[src/rtl/gle_pkg.sv]
`default_nettype none
package gle_pkg;

  localparam int PIX_W  = 8;
  localparam int CODE_W = 12;
  localparam int CS_W   = 4;
  localparam int BC_W   = 5;
  localparam int ACC_W  = 24;
  localparam int APB_AW = 2;
  localparam int APB_DW = 32;

  localparam logic [CS_W-1:0] CS_RESET = 4'd8;
  localparam logic [CS_W-1:0] CS_MIN   = 4'd2;
  localparam logic [CS_W-1:0] CS_MAX   = 4'd8;

  localparam logic [APB_AW-1:0] REG_CODE_SIZE = 2'd0;

  typedef enum logic [1:0] {
    SEL_PREFIX,
    SEL_CLEAR,
    SEL_END
  } code_sel_e;

  // what to do once the bytes of an emitted code are out
  typedef enum logic [2:0] {
    RET_FIRST,
    RET_MISS,
    RET_FULL,
    RET_FIN1,
    RET_FIN2
  } ret_e;

  typedef enum logic [3:0] {
    S_CLEAR,
    S_IDLE,
    S_START,
    S_HASH,
    S_PROBE_RD,
    S_PROBE_CHK,
    S_EMIT,
    S_DRAIN,
    S_MISS_UPD,
    S_TAIL
  } state_e;

  typedef struct packed {
    logic      load;
    logic      start;
    logic      emit;
    code_sel_e sel;
    logic      push;
    logic      push_last;
    logic      set_prefix_pix;
    logic      hash_init;
    logic      probe_step;
    logic      hit_prefix;
    logic      miss;
    logic      miss_slot;
    logic      miss_upd;
    logic      finish;
    logic      clr_wr;
  } gle_cmd_t;

  typedef struct packed {
    logic first_pending;
    logic last;
    logic bc_ge8;
    logic bc_gt8;
    logic bc_nz;
    logic out_free;
    logic slot_empty;
    logic slot_match;
    logic tries_last;
    logic table_full;
    logic clr_last;
  } gle_sts_t;

  function automatic int hash_shift(int depth);
    int f;
    int s;
    f = depth;
    s = 0;
    while (f < 65536) begin
      f = f * 2;
      s = s + 1;
    end
    s = 8 - s;
    return (s < 0) ? 0 : s;
  endfunction

endpackage
`default_nettype wire

[src/rtl/gle_ctrl.sv]
`default_nettype none
module gle_ctrl import gle_pkg::*; (
  input  wire logic     clk_i,
  input  wire logic     rst_ni,
  input  wire logic     in_valid_i,
  output      logic     in_ready_o,
  input  wire gle_sts_t sts_i,
  output      gle_cmd_t cmd_o
);

  state_e    state_q, state_d;
  ret_e      ret_q, ret_d;
  code_sel_e sel_q, sel_d;
  logic      need_clr_q, need_clr_d;
  logic      more;

  always_ff @(posedge clk_i or negedge rst_ni) begin
    if (!rst_ni) begin
      state_q    <= S_CLEAR;
      ret_q      <= RET_FIRST;
      sel_q      <= SEL_PREFIX;
      need_clr_q <= 1'b0;
    end else begin
      state_q    <= state_d;
      ret_q      <= ret_d;
      sel_q      <= sel_d;
      need_clr_q <= need_clr_d;
    end
  end

  always_comb begin
    state_d    = state_q;
    ret_d      = ret_q;
    sel_d      = sel_q;
    need_clr_d = need_clr_q;
    in_ready_o = 1'b0;
    cmd_o      = '0;
    cmd_o.sel  = sel_q;
    // end code drains every remaining bit, other codes whole bytes only
    more = (sel_q == SEL_END) ? sts_i.bc_nz : sts_i.bc_ge8;
    case (state_q)
      S_CLEAR: begin
        cmd_o.clr_wr = 1'b1;
        if (sts_i.clr_last) begin
          state_d = S_IDLE;
        end
      end
      S_IDLE: begin
        in_ready_o = 1'b1;
        if (in_valid_i) begin
          cmd_o.load = 1'b1;
          state_d    = sts_i.first_pending ? S_START : S_HASH;
        end
      end
      S_START: begin
        cmd_o.start = 1'b1;
        sel_d       = SEL_CLEAR;
        ret_d       = RET_FIRST;
        state_d     = S_EMIT;
      end
      S_HASH: begin
        cmd_o.hash_init = 1'b1;
        state_d         = S_PROBE_RD;
      end
      S_PROBE_RD: begin
        state_d = S_PROBE_CHK;
      end
      S_PROBE_CHK: begin
        if (sts_i.slot_empty || (!sts_i.slot_match && sts_i.tries_last)) begin
          cmd_o.miss      = 1'b1;
          cmd_o.miss_slot = sts_i.slot_empty;
          sel_d           = SEL_PREFIX;
          ret_d           = RET_MISS;
          state_d         = S_EMIT;
        end else if (sts_i.slot_match) begin
          cmd_o.hit_prefix = 1'b1;
          state_d          = S_TAIL;
        end else begin
          cmd_o.probe_step = 1'b1;
          state_d          = S_PROBE_RD;
        end
      end
      S_EMIT: begin
        cmd_o.emit = 1'b1;
        state_d    = S_DRAIN;
      end
      S_DRAIN: begin
        if (more) begin
          if (sts_i.out_free) begin
            cmd_o.push      = 1'b1;
            cmd_o.push_last = (sel_q == SEL_END) && !sts_i.bc_gt8;
          end
        end else begin
          case (ret_q)
            RET_FIRST: begin
              cmd_o.set_prefix_pix = 1'b1;
              state_d              = S_TAIL;
            end
            RET_MISS: state_d = S_MISS_UPD;
            RET_FULL: state_d = S_TAIL;
            RET_FIN1: begin
              sel_d   = SEL_END;
              ret_d   = RET_FIN2;
              state_d = S_EMIT;
            end
            RET_FIN2: begin
              cmd_o.finish = 1'b1;
              need_clr_d   = 1'b0;
              state_d      = S_CLEAR;
            end
            default: state_d = S_IDLE;
          endcase
        end
      end
      S_MISS_UPD: begin
        cmd_o.miss_upd = 1'b1;
        if (sts_i.table_full) begin
          need_clr_d = 1'b1;
          sel_d      = SEL_CLEAR;
          ret_d      = RET_FULL;
          state_d    = S_EMIT;
        end else begin
          state_d = S_TAIL;
        end
      end
      S_TAIL: begin
        if (sts_i.last) begin
          sel_d   = SEL_PREFIX;
          ret_d   = RET_FIN1;
          state_d = S_EMIT;
        end else if (need_clr_q) begin
          need_clr_d = 1'b0;
          state_d    = S_CLEAR;
        end else begin
          state_d = S_IDLE;
        end
      end
      default: state_d = S_CLEAR;
    endcase
  end

`ifndef SYNTH
  a_chk_after_rd: assert property (@(posedge clk_i) disable iff (!rst_ni)
    (state_q == S_PROBE_CHK) |-> ($past(state_q) == S_PROBE_RD))
    else $error("probe check without a read cycle before it");
  a_idle_table_clean: assert property (@(posedge clk_i) disable iff (!rst_ni)
    (state_q == S_IDLE) |-> !need_clr_q)
    else $error("idle with a table clear still owed");
  a_ready_in_idle: assert property (@(posedge clk_i) disable iff (!rst_ni)
    in_ready_o |-> (state_q == S_IDLE))
    else $error("pixel input ready outside idle");
`endif

endmodule
`default_nettype wire

[config.mk]
export PLATFORM = sky130hd
export DESIGN_NAME = gle_ctrl
export DESIGN_NICKNAME = d
export VERILOG_FILES = /design/src/rtl/gle_pkg.sv /design/src/rtl/gle_ctrl.sv
export SDC_FILE = /design/constraint.sdc
export NUM_CORES = 1
export LEC_CHECK = 0
export BUFFER_PORTS_ARGS = -buffer_cell sky130_fd_sc_hd__buf_4
export CAP_MARGIN = 5
export CORE_UTILIZATION = 30
export DETAILED_ROUTE_END_ITERATION = 8
export GPL_TIMING_DRIVEN = 0
export PLACE_DENSITY = 0.59
export RECOVER_POWER = 100
export SYNTH_ARGS = -nofsm -noshare
export SYNTH_HDL_FRONTEND = slang
export SYNTH_SLANG_ARGS = --single-unit
[constraint.sdc]
create_clock -name clk_i -period 2.3 [get_ports clk_i]
set_input_delay 0.345 -clock clk_i [delete_from_list [all_inputs] [get_ports clk_i]]
set_output_delay 0.345 -clock clk_i [all_outputs]
set_load 0.01 [all_outputs]
==> results of run 1 <==
-- tightest hold or removal path, stage by stage --
cell and delay, ps:
sky130_fd_sc_hd__buf_4 100, sky130_fd_sc_hd__o21ai_0 80, sky130_fd_sc_hd__a21oi_1 130
-- sequential cells by signal, summed over array words and instances (netlist names) --
| name | flops |
|---|---|
| state_q | 4 |
| sel_q | 2 |
| need_clr_q | 1 |
| ret_q | 3 |
-- metal layers --
metal  routed length [microns]  track usage, %
met4                        17            6.41
met2                      1090            29.9
met3                       129            2.78
met1                      1130            23.2
met5                         0               0
-- worst max-delay path by stage --
stage	start	endpoint	slack, ps	cells after the start
2_1_floorplan	sel_q[1]$_DFFE_PN0P_	ret_q[2]$_DFFE_PN0P_	450	5
3_3_place_gp	sel_q[0]$_DFFE_PN0P_	sel_q[0]$_DFFE_PN0P_	220	5
3_5_place_dp	sel_q[1]$_DFFE_PN0P_	ret_q[2]$_DFFE_PN0P_	160	5
4_1_cts	sel_q[1]$_DFFE_PN0P_	cmd_o[8]	120	5
5_1_grt	sel_q[1]$_DFFE_PN0P_	cmd_o[8]	10	5
6_report	state_q[3]$_DFFE_PN0P_	cmd_o[5]	160	4
-- cell type report --
| cell class | instances | area, sq um |
|---|---|---|
| Fill cell | 294 | 1480 |
| Multi-Input combinational cell | 83 | 544 |
| Sequential cell | 10 | 250 |
| Tap cell | 30 | 37.5 |
| Clock buffer | 3 | 22.5 |
| Timing Repair Buffer | 31 | 179 |
| Buffer | 6 | 28.8 |
| Inverter | 6 | 22.5 |
-- stage by stage --
step	power, mW	setup slack (ps)	hold WS, ps
final	1.33	165	438
after global routing	1.46	14.3	462
after CTS	1.39	121	443
after detailed placement	1.27	161	184
after global placement	1.26	218	182
after floorplan	0.963	452	49.4
-- cell usage in the layout, fill, tap and decap left out --
cell                            count
sky130_fd_sc_hd__clkbuf_1          18
sky130_fd_sc_hd__buf_4             16
sky130_fd_sc_hd__nor2_1            10
sky130_fd_sc_hd__dfrtp_1           10
sky130_fd_sc_hd__nand2_1            8
sky130_fd_sc_hd__o21ai_0            8
sky130_fd_sc_hd__inv_1              6
sky130_fd_sc_hd__nor3_1             6
sky130_fd_sc_hd__a21oi_1            6
sky130_fd_sc_hd__nor2b_1            5
sky130_fd_sc_hd__and3_1             4
sky130_fd_sc_hd__o22ai_1            4
sky130_fd_sc_hd__nor3b_1            3
sky130_fd_sc_hd__mux2_1             3
sky130_fd_sc_hd__clkbuf_4           3
sky130_fd_sc_hd__clkbuf_2           2
sky130_fd_sc_hd__and3b_1            2
sky130_fd_sc_hd__nor4_1             2
sky130_fd_sc_hd__nand3b_1           2
sky130_fd_sc_hd__a31oi_1            2
sky130_fd_sc_hd__nor2b_2            1
sky130_fd_sc_hd__or2_1              1
sky130_fd_sc_hd__mux2i_4            1
sky130_fd_sc_hd__nand3_4            1
sky130_fd_sc_hd__or3b_1             1
sky130_fd_sc_hd__a21o_1             1
sky130_fd_sc_hd__a22o_1             1
sky130_fd_sc_hd__mux2i_1            1
sky130_fd_sc_hd__xnor2_1            1
sky130_fd_sc_hd__a32oi_1            1
sky130_fd_sc_hd__o31a_1             1
sky130_fd_sc_hd__nor4_4             1
sky130_fd_sc_hd__a22oi_1            1
sky130_fd_sc_hd__nand2b_1           1
sky130_fd_sc_hd__nand3_1            1
sky130_fd_sc_hd__o21a_1             1
sky130_fd_sc_hd__or4_1              1
sky130_fd_sc_hd__a32o_1             1
sky130_fd_sc_hd__dlygate4sd3_1      1
-- logic make-up (layout without fill, tap and decap cells) --
logic type                after synthesis  after routing
AOI/OAI and AO/OA                      27             27
xor gates and xnor gates                1              1
buffers and inverters                  12             46
DFF                                    10             10
muxes                                   5              5
and+or+nand+nor                        50             50
-- power groups by stage --
stage	Combinational (mW)	Clock, mW	Sequential (mW)
floorplan	0.635	0	0.327
global placement	0.924	0	0.335
detailed placement	0.931	0	0.337
CTS	0.936	0.118	0.335
global route	0.986	0.131	0.347
finish	0.881	0.113	0.336
-- timing repair --
item,in CTS,in global routing
hold endpoints to repair,10,0
resized for setup,0,1
endpoints found under the setup margin,0,2
hold buffers,1,0
==> metrics.log, run 1 <==
[metrics] number of global-route vias before repair: 822
[metrics] upper clock frequency limit: 0.468 GHz
[metrics] crit end category: output port
[metrics] die height: 54.8 microns
[metrics] floorplan core area: 2570 sq um
[metrics] Synth Flop Type: sky130_fd_sc_hd__dfrtp_1
[metrics] initial antenna violation count: 0
[metrics] Bufs and invs on worst path: 1
[metrics] Final Cycle Share: 92.8%
[metrics] DRC violation count after routing: 0
[metrics] fraction of registers with async set or reset after synthesis: 100%
[metrics] buffer depth of the longest clock path: 2
[metrics] kind of launch point of the worst setup path: flip-flop
[metrics] buffers inserted during post-CTS setup optimization: 0
[metrics] CTS tree: yes
[metrics] cells along the critical path: nor2b_2 -> nand2_1 -> nor3_1 -> clkbuf_1
[metrics] main combinational cell family by area after synthesis: simple AND/OR/NAND/NOR gates
[metrics] TritonCTS Sinks: 10
[metrics] total clock buffers created by CTS: 3
[metrics] Worst-Skew Late Latency: 260 ps
[metrics] number of DRC violations after detailed-routing iteration 0: 20
[metrics] Hold WC Path Type: in2reg
[metrics] total via count after detailed routing: 935
[metrics] reg-to-reg critical path startpoint: sel_q[0]$_DFFE_PN0P_
[metrics] final hold viol count: 0
[metrics] number of enable flip-flop cells after synthesis: 0
[metrics] clock period minus final worst setup slack: 2140 ps
[metrics] count of TritonRoute iterations in the first routing pass: 5
[metrics] Power per Cell Area: 1230 nW/um^2
[metrics] Mapped Area: 837 sq um
[metrics] number of diodes added for antenna fixing: 0
[metrics] maximum number of pins on one net before global-route repair: 11
[metrics] xor/xnor cell area share of the yosys netlist: 1.05%
[metrics] Overall Global Routing Usage: 18.0%
[metrics] horizontal die dimension: 54.8 microns
[metrics] IO buf count: 30
[metrics] type of the worst setup path: reg2out
[metrics] total nets after synthesis: 119
[metrics] most numerous cell types in the synthesized netlist: 10 x sky130_fd_sc_hd__dfrtp_1, 10 x sky130_fd_sc_hd__nor2_1, 8 x sky130_fd_sc_hd__nand2_1, 7 x sky130_fd_sc_hd__o21ai_0
[metrics] clock transition at the register clock pins on the worst setup and hold paths after CTS: 60 ps
[metrics] root cell of the clock tree: sky130_fd_sc_hd__clkbuf_4
[metrics] area share of and/or/nand/nor cells after synthesis: 36.2%
[metrics] final instance count without filler cells: 169
[metrics] count of synthesis-stage warnings from yosys: 0
[metrics] slowest stage cell on the critical path: sky130_fd_sc_hd__dfrtp_1
[metrics] total of max-cap violations: 0
[metrics] critical register-to-register path endpoint: ret_q[2]$_DFFE_PN0P_
[metrics] outcome: finished clean
[metrics] relative slew slack: 64.5%
[metrics] total congestion overflow: 0
[metrics] Starting Density: 32.6%
[metrics] Worst Hold Path Cells: 3
[metrics] combinational share of power: 66.3%
[metrics] Clk pwr share: 8.5%
[metrics] internal power: 0.672 mW
[metrics] area share of the largest cell type after synthesis: 29.9%
[metrics] final total negative setup slack: 0 ps
[metrics] Worst Reg-to-Reg Cells: 5
[metrics] Post-DRT Antenna Nets: 0
[metrics] Area growth, synth to finish: 29.6%
[metrics] sequential fraction of the synthesis area: 29.9%
[metrics] routed len/inst: 14.0 microns
[metrics] Core Util, Final: 42.3%
[metrics] switch share: 49.5%
[metrics] post-DR vias/cell: 5.53
[metrics] CTS HTree Levels: 1
[metrics] Tightest Pin Transition: 528 ps
[metrics] I/O Pins: 31
[metrics] maximum single-stage delay on the critical path: 440 ps
[metrics] unrepaired setup endpoints after global routing: no
[metrics] final HPWL from detailed placement: 1.85 mm
[metrics] synth unique cells: 38
[metrics] final-report max-slew violation count: 0
[metrics] share of layout cells above drive strength 1: 18.0%
[metrics] top cells by area in the synthesized netlist: sky130_fd_sc_hd__dfrtp_1 30%, sky130_fd_sc_hd__nor2_1 4.5%, sky130_fd_sc_hd__o21ai_0 4.2%
[metrics] overall routed net length: 2.37 mm
[metrics] launch point of the worst hold path: in_valid_i
[metrics] critical path peak fanout: 8
[metrics] Max Clock Skew: 1.93 ps
[metrics] number of placement rows: 18
[metrics] setup slack on the worst flop-to-flop path: 240 ps
[metrics] worst ir drop on vdd: 0.598 mV
[metrics] per-instance average area after synthesis: 7.97 sq um
[metrics] sequential share of power: 25.2%
[metrics] top cell type by total area after synthesis: sky130_fd_sc_hd__dfrtp_1
[metrics] Inst Count DP: 165
[metrics] die area: 3010 sq um
[metrics] Post-Place Cell Area: 1100 sq um
[metrics] Crit path required time: 1960 ps
[metrics] NetSw: 0.658 mW
[metrics] Post-Synthesis Cells: 105
[metrics] global placement routability congestion: 0.821
[metrics] number of setup violations in the final report: 0
[metrics] final layout net count: 155
[metrics] arrival time of the worst setup path: 1790 ps
[metrics] FF+latch count, synth: 10
[metrics] post-layout instance area: 1080 sq um
[metrics] wire length of the first global-routing pass: 3.79 mm
[metrics] compound-gate portion of the synthesized area: 19.9%
[metrics] post-synthesis share of cell area spent on full adders, half adders and majority gates: 0%
[metrics] worst-case hold path end point: state_q[1]$_DFFE_PN0P_
[metrics] category of cells accounting for the largest share of critical-path delay: simple AND/OR/NAND/NOR gates
[metrics] P_leak: 0.472 nW
[metrics] post-synthesis mux area share: 6.88%
No activity file was read; power rests on OpenSTA's default activity.
==> run 2: changes to the inputs <==
BUFFER_PORTS_ARGS = default   (was -buffer_cell sky130_fd_sc_hd__buf_4)
DONT_BUFFER_PORTS = 1   (was default)
PLACE_DENSITY = 0.5   (was 0.59)
SETUP_SLACK_MARGIN = 0.4   (was default)
==> run 2 against run 1 <==
Critical path depth is 2 higher. Non-clock buffer count is 24 lower. Maximum frequency is 6.4% higher. Core utilization is 2.9 points lower. Via count is 9.5% lower. Worst hold slack worse by 130 ps. Sequential cell count stayed put. Clock skew is 1.2 ps lower. Cell area is 6.8% lower. Critical path type is now reg2reg. Critical endpoint is now ret_q[2]$_DFFE_PN0P_. Highest routed layer unchanged.
==> metrics.log, run 2 (synthesis results as in run 1) <==
[metrics] outcome: finished clean (unchanged)
[metrics] clock transition at the register clock pins on the worst setup and hold paths after CTS: 60 ps (about the same)
[metrics] number of placement rows: 18 (unchanged)
[metrics] final total negative setup slack: 0 ps (unchanged)
[metrics] total of max-cap violations: 0 (unchanged)
[metrics] number of fill cells in the layout: 276 (was 294)
[metrics] IO buf count: 0 (was 30)
[metrics] count of TritonRoute iterations in the first routing pass: 4 (was 5)
[metrics] worst-case hold path end point: state_q[1]$_DFFE_PN0P_ (unchanged)
[metrics] die height: 54.8 microns (unchanged)
[metrics] routed len/inst: 16.4 microns (was 14.0 microns)
[metrics] DRC violation count after routing: 0 (unchanged)
[metrics] pre-CTS setup slack: 155 ps (was 161 ps)
[metrics] Worst Hold Path Cells: 2 (was 3)
[metrics] TritonCTS Sinks: 10 (unchanged)
[metrics] Largest Register: state_q (unchanged)
[metrics] number of diodes added for antenna fixing: 0 (unchanged)
[metrics] upper clock frequency limit: 0.498 GHz (was 0.468 GHz)
[metrics] type of the worst setup path: reg2reg (was reg2out)
[metrics] overall routed net length: 2.39 mm (was 2.37 mm)
[metrics] Power per Cell Area: 1380 nW/um^2 (was 1230 nW/um^2)
[metrics] global placement routability congestion: 0.793 (was 0.821)
[metrics] die area: 3010 sq um (unchanged)
[metrics] floorplan core area: 2570 sq um (unchanged)
[metrics] worst ir drop on vdd: 0.619 mV (was 0.598 mV)
[metrics] Worst Reg-to-Reg Cells: 6 (was 5)
[metrics] launch point of the worst hold path: in_valid_i (unchanged)
[metrics] final layout net count: 131 (was 155)
[metrics] initial antenna violation count: 0 (unchanged)
[metrics] unrepaired setup endpoints after global routing: yes (was no)
[metrics] P_leak: 0.433 nW (was 0.472 nW)
[metrics] final instance count without filler cells: 145 (was 169)
[metrics] root cell of the clock tree: sky130_fd_sc_hd__clkbuf_4 (unchanged)
[metrics] setup slack on the worst flop-to-flop path: 290 ps (was 240 ps)
[metrics] critical path peak fanout: 5 (was 8)
[metrics] number of DRC violations after detailed-routing iteration 0: 13 (was 20)
[metrics] kind of launch point of the worst setup path: flip-flop (unchanged)
[metrics] Crit path required time: 2440 ps (was 1960 ps)
[metrics] Post-Place Cell Area: 875 sq um (was 1100 sq um)
[metrics] flip-flop count of the largest register, all copies and words added: 4 (unchanged)
[metrics] Starting Density: 32.6% (unchanged)
[metrics] post-layout instance area: 1010 sq um (was 1080 sq um)
[metrics] most frequent cells in the layout: 9 x sky130_fd_sc_hd__nor2_1, 9 x sky130_fd_sc_hd__dfrtp_1, 8 x sky130_fd_sc_hd__o21ai_0, 7 x sky130_fd_sc_hd__nand2_1 (was 18 x sky130_fd_sc_hd__clkbuf_1, 16 x sky130_fd_sc_hd__buf_4, 10 x sky130_fd_sc_hd__nor2_1, 10 x sky130_fd_sc_hd__dfrtp_1)
[metrics] Inst Count DP: 135 (was 165)
[metrics] total clock buffers created by CTS: 3 (unchanged)
[metrics] number of global-route vias before repair: 807 (was 822)
[metrics] Core Util, Final: 39.4% (was 42.3%)
[metrics] post-DR vias/cell: 5.83 (was 5.53)
[metrics] total via count after detailed routing: 846 (was 935)
[metrics] register area: 251 sq um (was 250 sq um)
[metrics] area used by multi-input combinational logic: 586 sq um (was 544 sq um)
[metrics] total congestion overflow: 0 (unchanged)
[metrics] arrival time of the worst setup path: 2150 ps (was 1790 ps)
[metrics] reg-to-reg critical path startpoint: sel_q[1]$_DFFE_PN0P_ (was sel_q[0]$_DFFE_PN0P_)
[metrics] Tightest Pin Transition: 593 ps (was 528 ps)
[metrics] wire length of the first global-routing pass: 3.69 mm (was 3.79 mm)
[metrics] horizontal die dimension: 54.8 microns (unchanged)
[metrics] Max Clock Skew: 0.692 ps (was 1.93 ps)
[metrics] relative slew slack: 60.1% (was 64.5%)
[metrics] final hold viol count: 0 (unchanged)
[metrics] crit end category: flip-flop (was output port)
[metrics] final HPWL from detailed placement: 1.70 mm (was 1.85 mm)
[metrics] maximum number of pins on one net before global-route repair: 11 (unchanged)
[metrics] critical register-to-register path endpoint: ret_q[2]$_DFFE_PN0P_ (unchanged)
[metrics] Hold WC Path Type: in2reg (unchanged)
[metrics] number of setup violations in the final report: 0 (unchanged)
[metrics] final-report max-slew violation count: 0 (unchanged)
[metrics] worst-case setup margin in the final layout: 294 ps (was 165 ps)
[metrics] clock period minus final worst setup slack: 2010 ps (was 2140 ps)
[metrics] CTS HTree Levels: 1 (unchanged)
[metrics] Overall Global Routing Usage: 17.9% (was 18.0%)
[metrics] I/O Pins: 31 (unchanged)
[metrics] Area growth, synth to finish: 20.8% (was 29.6%)
[metrics] Worst-Skew Late Latency: 260 ps (about the same)
[metrics] Final Cycle Share: 87.2% (was 92.8%)
[metrics] largest registers ranked by flip-flop count: state_q: 4 flops, ret_q: 3 flops, sel_q: 2 flops (unchanged)
[metrics] buffer depth of the longest clock path: 2 (unchanged)
[metrics] share of layout cells above drive strength 1: 24.3% (was 18.0%)
[metrics] CTS tree: yes (unchanged)
[metrics] Post-DRT Antenna Nets: 0 (unchanged)
-- run 2: cell types whose count changed in the layout (fill, tap and decap cells not counted), sizes merged --
cell    before  now
clkbuf      23    9
buf         16    6
-- run 2: critical path, stage by stage, from the launching register on --
cell	delay, ps
sky130_fd_sc_hd__dfrtp_1	430
sky130_fd_sc_hd__nor2b_4	190
sky130_fd_sc_hd__mux2i_2	220
sky130_fd_sc_hd__buf_6	150
sky130_fd_sc_hd__a21oi_1	70
sky130_fd_sc_hd__nor4_2	450
sky130_fd_sc_hd__mux2_1	370
-- run 2: stage by stage --
stage | hold slack (ps) | power, mW
global placement | 49.9 | 1.13
detailed placement | 50.0 | 1.13
CTS | 301 | 1.36
finish | 311 | 1.40
global route | 338 | 1.52
floorplan | 49.4 | 0.963
-- run 2: how the worst max path moves through the flow --
| stage | to | start | cells past startpoint | slack (ps) |
|---|---|---|---|---|
| after CTS | cmd_o[9] | sel_q[1]$_DFFE_PN0P_ | 5 | 340 |
| final | ret_q[2]$_DFFE_PN0P_ | sel_q[1]$_DFFE_PN0P_ | 6 | 290 |
| after detailed placement | sel_q[0]$_DFFE_PN0P_ | sel_q[1]$_DFFE_PN0P_ | 5 | 160 |
| after global placement | sel_q[0]$_DFFE_PN0P_ | sel_q[1]$_DFFE_PN0P_ | 5 | 180 |
| after global routing | cmd_o[6] | state_q[0]$_DFFE_PN0P_ | 3 | 150 |
| after floorplan | ret_q[2]$_DFFE_PN0P_ | sel_q[1]$_DFFE_PN0P_ | 5 | 450 |
-- run 2: where the power goes --
group          leakage, nW  internal, mW  switching (mW)
registers            0.126         0.260          0.0992
clock network       0.0138        0.0603          0.0558
logic                0.294         0.393           0.527
-- run 2: final cells by class --
class                           count  share of cell area, %
Timing Repair Buffer                7                   5.82
Clock buffer                        3                   2.23
Buffer                              6                   3.22
Tap cell                           30                   3.71
Inverter                            6                   2.23
Sequential cell                    10                   24.9
Multi-Input combinational cell     83                   57.9
-- run 2: metal layers --
metal	vias to the layer above	global-route usage, %	share of wire, %
li1	402	-	-
met5	-	0	0
met1	391	23.2	44
met4	0	11.1	2.5
met2	47	26.9	44
met3	6	3.61	9.5
-- run 2: timing repair --
action / in CTS / in global routing
hold buffers: 1 / 0
setup buffers: 5 / 1
endpoints found under the setup margin: 16 / 11
cloned: 0 / 0
pin swaps: 3 / 3
endpoints found under the hold margin: 10 / 0
gates resized for setup: 12 / 17
==> run 3: changes to the inputs <==
ABC_AREA = 1   (was default)
==> run 3 against run 2 <==
Clock skew up 3.9 ps. Global-route usage down 3.7 points. Clock power is 33% higher. Register-to-register slack gained 300 ps. Count of clock-buffer cells in the layout grew 1. Synthesized cell count up 34%. Sequential power down 3%. Cell count increased by 22%. Non-clock buffer count decreased by 11. Sequential share of layout area is 0.96 points higher. Critical endpoint is now cmd_o[8]. Highest routed layer unchanged.
==> metrics.log, run 3 <==
[metrics] number of placement rows: 19 (was 18)
[metrics] area share of the largest cell type after synthesis: 28.6% (was 29.9%)
[metrics] total via count after detailed routing: 854 (was 846)
[metrics] clock period minus final worst setup slack: 1920 ps (was 2010 ps)
[metrics] relative slew slack: 69.9% (was 60.1%)
[metrics] total clock buffers created by CTS: 3 (unchanged)
[metrics] Area growth, synth to finish: 10.6% (was 20.8%)
[metrics] Post-DRT Antenna Nets: 0 (unchanged)
[metrics] number of setup violations in the final report: 0 (unchanged)
[metrics] number of fill cells in the layout: 315 (was 276)
[metrics] sequential fraction of the synthesis area: 28.6% (was 29.9%)
[metrics] largest registers ranked by flip-flop count: state_q: 4 flops, ret_q: 3 flops, sel_q: 2 flops (unchanged)
[metrics] Largest Register: state_q (unchanged)
[metrics] arrival time of the worst setup path: 1580 ps (was 2150 ps)
[metrics] die height: 56.0 microns (was 54.8 microns)
[metrics] top cell type by total area after synthesis: sky130_fd_sc_hd__dfrtp_1 (unchanged)
[metrics] total nets after synthesis: 155 (was 119)
[metrics] post-synthesis mux area share: 0% (was 6.88%)
[metrics] Crit path required time: 1960 ps (was 2440 ps)
[metrics] Max Clock Skew: 4.56 ps (was 0.692 ps)
[metrics] number of global-route vias before repair: 819 (was 807)
[metrics] category of cells accounting for the largest share of critical-path delay: simple AND/OR/NAND/NOR gates (unchanged)
[metrics] final hold viol count: 0 (unchanged)
[metrics] Overall Global Routing Usage: 14.2% (was 17.9%)
[metrics] global placement routability congestion: 0.770 (was 0.793)
[metrics] post-DR vias/cell: 4.82 (was 5.83)
[metrics] top cells by area in the synthesized netlist: sky130_fd_sc_hd__dfrtp_1 29%, sky130_fd_sc_hd__nand2_1 19%, sky130_fd_sc_hd__inv_1 11% (was sky130_fd_sc_hd__dfrtp_1 30%, sky130_fd_sc_hd__nor2_1 4.5%, sky130_fd_sc_hd__o21ai_0 4.2%)
[metrics] share of layout cells above drive strength 1: 12.3% (was 24.3%)
[metrics] overall routed net length: 2.09 mm (was 2.39 mm)
[metrics] most common cell after layout, fill and taps aside: sky130_fd_sc_hd__nand2_1
[metrics] final total negative setup slack: 0 ps (unchanged)
[metrics] Starting Density: 31.8% (was 32.6%)
[metrics] outcome: finished clean (unchanged)
[metrics] NetSw: 0.614 mW (was 0.682 mW)
[metrics] wire length of the first global-routing pass: 3.53 mm (was 3.69 mm)
[metrics] TritonCTS Sinks: 10 (unchanged)
[metrics] crit end category: output port (was flip-flop)
[metrics] initial antenna violation count: 0 (unchanged)
[metrics] area share of and/or/nand/nor cells after synthesis: 55.1% (was 36.2%)
[metrics] Power per Cell Area: 1190 nW/um^2 (was 1380 nW/um^2)
[metrics] routed len/inst: 11.8 microns (was 16.4 microns)
[metrics] most frequent cell on the critical path: sky130_fd_sc_hd__nand2_1
[metrics] Worst-Skew Late Latency: 260 ps (about the same)
[metrics] number of DRC violations after detailed-routing iteration 0: 25 (was 13)
[metrics] Core Util, Final: 35.1% (was 39.4%)
[metrics] compound-gate portion of the synthesized area: 4.29% (was 19.9%)
[metrics] Clk pwr share: 13.3% (was 8.3%)
[metrics] Post-Place Cell Area: 915 sq um (was 875 sq um)
[metrics] slowest stage cell on the critical path: sky130_fd_sc_hd__dfrtp_1 (was sky130_fd_sc_hd__nor4_2)
[metrics] xor/xnor cell area share of the yosys netlist: 0% (was 1.05%)
[metrics] DRC violation count after routing: 0 (unchanged)
[metrics] die area: 3140 sq um (was 3010 sq um)
[metrics] Post-Synthesis Cells: 141 (was 105)
[metrics] clock transition at the register clock pins on the worst setup and hold paths after CTS: 60 ps (about the same)
[metrics] number of diodes added for antenna fixing: 0 (unchanged)
[metrics] P_leak: 0.583 nW (was 0.433 nW)
[metrics] combinational share of power: 56.6% (was 65.9%)
[metrics] per-instance average area after synthesis: 6.21 sq um (was 7.97 sq um)
[metrics] horizontal die dimension: 56.0 microns (was 54.8 microns)
[metrics] unrepaired setup endpoints after global routing: yes (unchanged)
[metrics] post-layout total power: 1.16 mW (was 1.40 mW)
[metrics] total of max-cap violations: 0 (unchanged)
[metrics] count of TritonRoute iterations in the first routing pass: 4 (unchanged)
[metrics] Hold WC Path Type: in2reg (unchanged)
[metrics] number of enable flip-flop cells after synthesis: 0 (unchanged)
[metrics] final HPWL from detailed placement: 1.77 mm (was 1.70 mm)
[metrics] synth unique cells: 21 (was 38)
[metrics] flip-flop count of the largest register, all copies and words added: 4 (unchanged)
[metrics] most numerous cell types in the synthesized netlist: 45 x sky130_fd_sc_hd__nand2_1, 25 x sky130_fd_sc_hd__inv_1, 18 x sky130_fd_sc_hd__nor2_1, 14 x sky130_fd_sc_hd__nand3_1, 10 x sky130_fd_sc_hd__dfrtp_1 (was 10 x sky130_fd_sc_hd__dfrtp_1, 10 x sky130_fd_sc_hd__nor2_1, 8 x sky130_fd_sc_hd__nand2_1, 7 x sky130_fd_sc_hd__o21ai_0)
[metrics] final-report max-slew violation count: 0 (unchanged)
[metrics] buffer depth of the longest clock path: 2 (unchanged)
[metrics] worst ir drop on vdd: 0.591 mV (was 0.619 mV)
[metrics] fraction of registers with async set or reset after synthesis: 100% (unchanged)
[metrics] Tightest Pin Transition: 450 ps (was 593 ps)
[metrics] final layout net count: 161 (was 131)
[metrics] Synth Flop Type: sky130_fd_sc_hd__dfrtp_1 (unchanged)
[metrics] root cell of the clock tree: sky130_fd_sc_hd__clkbuf_4 (unchanged)
[metrics] upper clock frequency limit: 0.519 GHz (was 0.498 GHz)
[metrics] CTS tree: yes (unchanged)
[metrics] floorplan core area: 2760 sq um (was 2570 sq um)
[metrics] maximum number of pins on one net before global-route repair: 11 (unchanged)
[metrics] Final Cycle Share: 83.7% (was 87.2%)
[metrics] Bufs and invs on worst path: 1 (unchanged)
[metrics] post-synthesis share of cell area spent on full adders, half adders and majority gates: 0% (unchanged)
[metrics] FF+latch count, synth: 10 (unchanged)
[metrics] most frequently used cell type in the post-synthesis netlist: sky130_fd_sc_hd__nand2_1
[metrics] count of synthesis-stage warnings from yosys: 0 (unchanged)
[metrics] main combinational cell family by area after synthesis: simple AND/OR/NAND/NOR gates (unchanged)
[metrics] type of the worst setup path: reg2out (was reg2reg)
[metrics] kind of launch point of the worst setup path: flip-flop (unchanged)
[metrics] CTS HTree Levels: 1 (unchanged)
[metrics] critical path peak fanout: 8 (was 5)
[metrics] total congestion overflow: 0 (unchanged)
[metrics] internal power: 0.542 mW (was 0.713 mW)
[metrics] cells along the critical path: inv_1 -> nand2_1 -> nor2_8 -> nand2_1 -> nor4_4 (was nor2b_4 -> mux2i_2 -> buf_6 -> a21oi_1 -> nor4_2 -> mux2_1)
[metrics] most frequent cells in the layout: 47 x sky130_fd_sc_hd__nand2_1, 25 x sky130_fd_sc_hd__inv_1, 21 x sky130_fd_sc_hd__nor2_1, 14 x sky130_fd_sc_hd__nand3_1, 10 x sky130_fd_sc_hd__dfrtp_1 (was 9 x sky130_fd_sc_hd__nor2_1, 9 x sky130_fd_sc_hd__dfrtp_1, 8 x sky130_fd_sc_hd__o21ai_0, 7 x sky130_fd_sc_hd__nand2_1)
[metrics] maximum single-stage delay on the critical path: 390 ps (was 450 ps)
[metrics] post-layout instance area: 968 sq um (was 1010 sq um)
[metrics] IO buf count: 0 (unchanged)
[metrics] I/O Pins: 31 (unchanged)
[metrics] sequential share of power: 30.1% (was 25.8%)
[metrics] switch share: 53.1% (was 48.9%)
[metrics] Mapped Area: 876 sq um (was 837 sq um)
[run 3: changes by cell type after synthesis, sizes merged, moves of 4 or more]
cell,previous run,this run
nor2,10,24
o22ai,4,0
nand2,8,52
nor2b,6,0
inv,6,26
nand3,2,16
o21ai,8,3
nor3,6,2
and3,4,0
[run 3: through the flow]
step	std cells	worst slack (ps)	hold WS [ps]
after floorplan	141	765	49.4
after global placement	172	605	49.6
after detailed placement	172	600	49.7
after CTS	177	413	249
after global routing	177	268	258
final	177	375	253
[run 3: area by class of cell]
type / instances / area (sq um) / share of cell area [%]
multi-input cells: 104 / 528 / 54.5
flip-flops and latches: 10 / 250 / 25.8
inverters: 26 / 97.6 / 10.1
well taps: 31 / 38.8 / 4.01
clock buffers: 4 / 36.3 / 3.75
repair buffers: 1 / 10.0 / 1.03
plain buffers: 1 / 7.51 / 0.775
[run 3: worst paths after layout]
kind / from / endpoint / slack, ps / cells after the start
max: state_q[3]$_DFFE_PN0P_ / cmd_o[8] / 380 / 5
min: sts_i[1] / need_clr_q$_DFFE_PN0P_ / 250 / 2
max reg2reg: state_q[2]$_DFFE_PN0P_ / ret_q[2]$_DFFE_PN0P_ / 590 / 8
min reg2reg: need_clr_q$_DFFE_PN0P_ / need_clr_q$_DFFE_PN0P_ / 490 / 2
max in group asynchronous: rst_ni / state_q[0]$_DFFE_PN0P_ / 1530 / 1
min in group asynchronous: rst_ni / ret_q[2]$_DFFE_PN0P_ / 460 / 1
[run 3: power groups by stage]
stage          Combinational (mW)  Sequential, mW  Clock, mW
3_3_place_gp                0.677           0.348          0
4_1_cts                     0.693           0.349      0.159
5_1_grt                     0.747           0.362      0.168
6_report                    0.654           0.348      0.154
3_5_place_dp                0.683           0.351          0
2_1_floorplan               0.566           0.329          0
[run 3: worst reg2reg max path, cell delays in order, from the launching register on]
cell and delay (ps):
sky130_fd_sc_hd__dfrtp_1 410, sky130_fd_sc_hd__nor2_1 240, sky130_fd_sc_hd__nand2_1 120, sky130_fd_sc_hd__nor2_1 320, sky130_fd_sc_hd__nor2_1 150, sky130_fd_sc_hd__nand2_4 110, sky130_fd_sc_hd__nand2_1 120, sky130_fd_sc_hd__nand2_1 90
sky130_fd_sc_hd__nand2_1 50
[run 3: metal layers]
| metal | part of all wire [%] | up-vias | track usage (%) |
|---|---|---|---|
| met5 | 0 | - | 0 |
| met4 | 2.7 | 0 | 6.62 |
| met3 | 6.4 | 6 | 3.72 |
| met2 | 43 | 32 | 22.4 |
| met1 | 48 | 374 | 17.9 |
| li1 | - | 442 | - |
[run 3: what timing repair did]
| action | 4_1_cts | 5_1_grt |
|---|---|---|
| buffers inserted | 0 | 0 |
| hold endpoints to repair | 10 | 0 |
| endpoints found under the setup margin | 2 | 2 |
| gates cloned | 0 | 0 |
| gates resized for setup | 2 | 2 |
| hold buffers | 1 | 0 |
[run 3: cells by family after synthesis]
group / count (synthesis)
simple gates: 97
buf+inv: 27
flops: 10
compound gates: 7
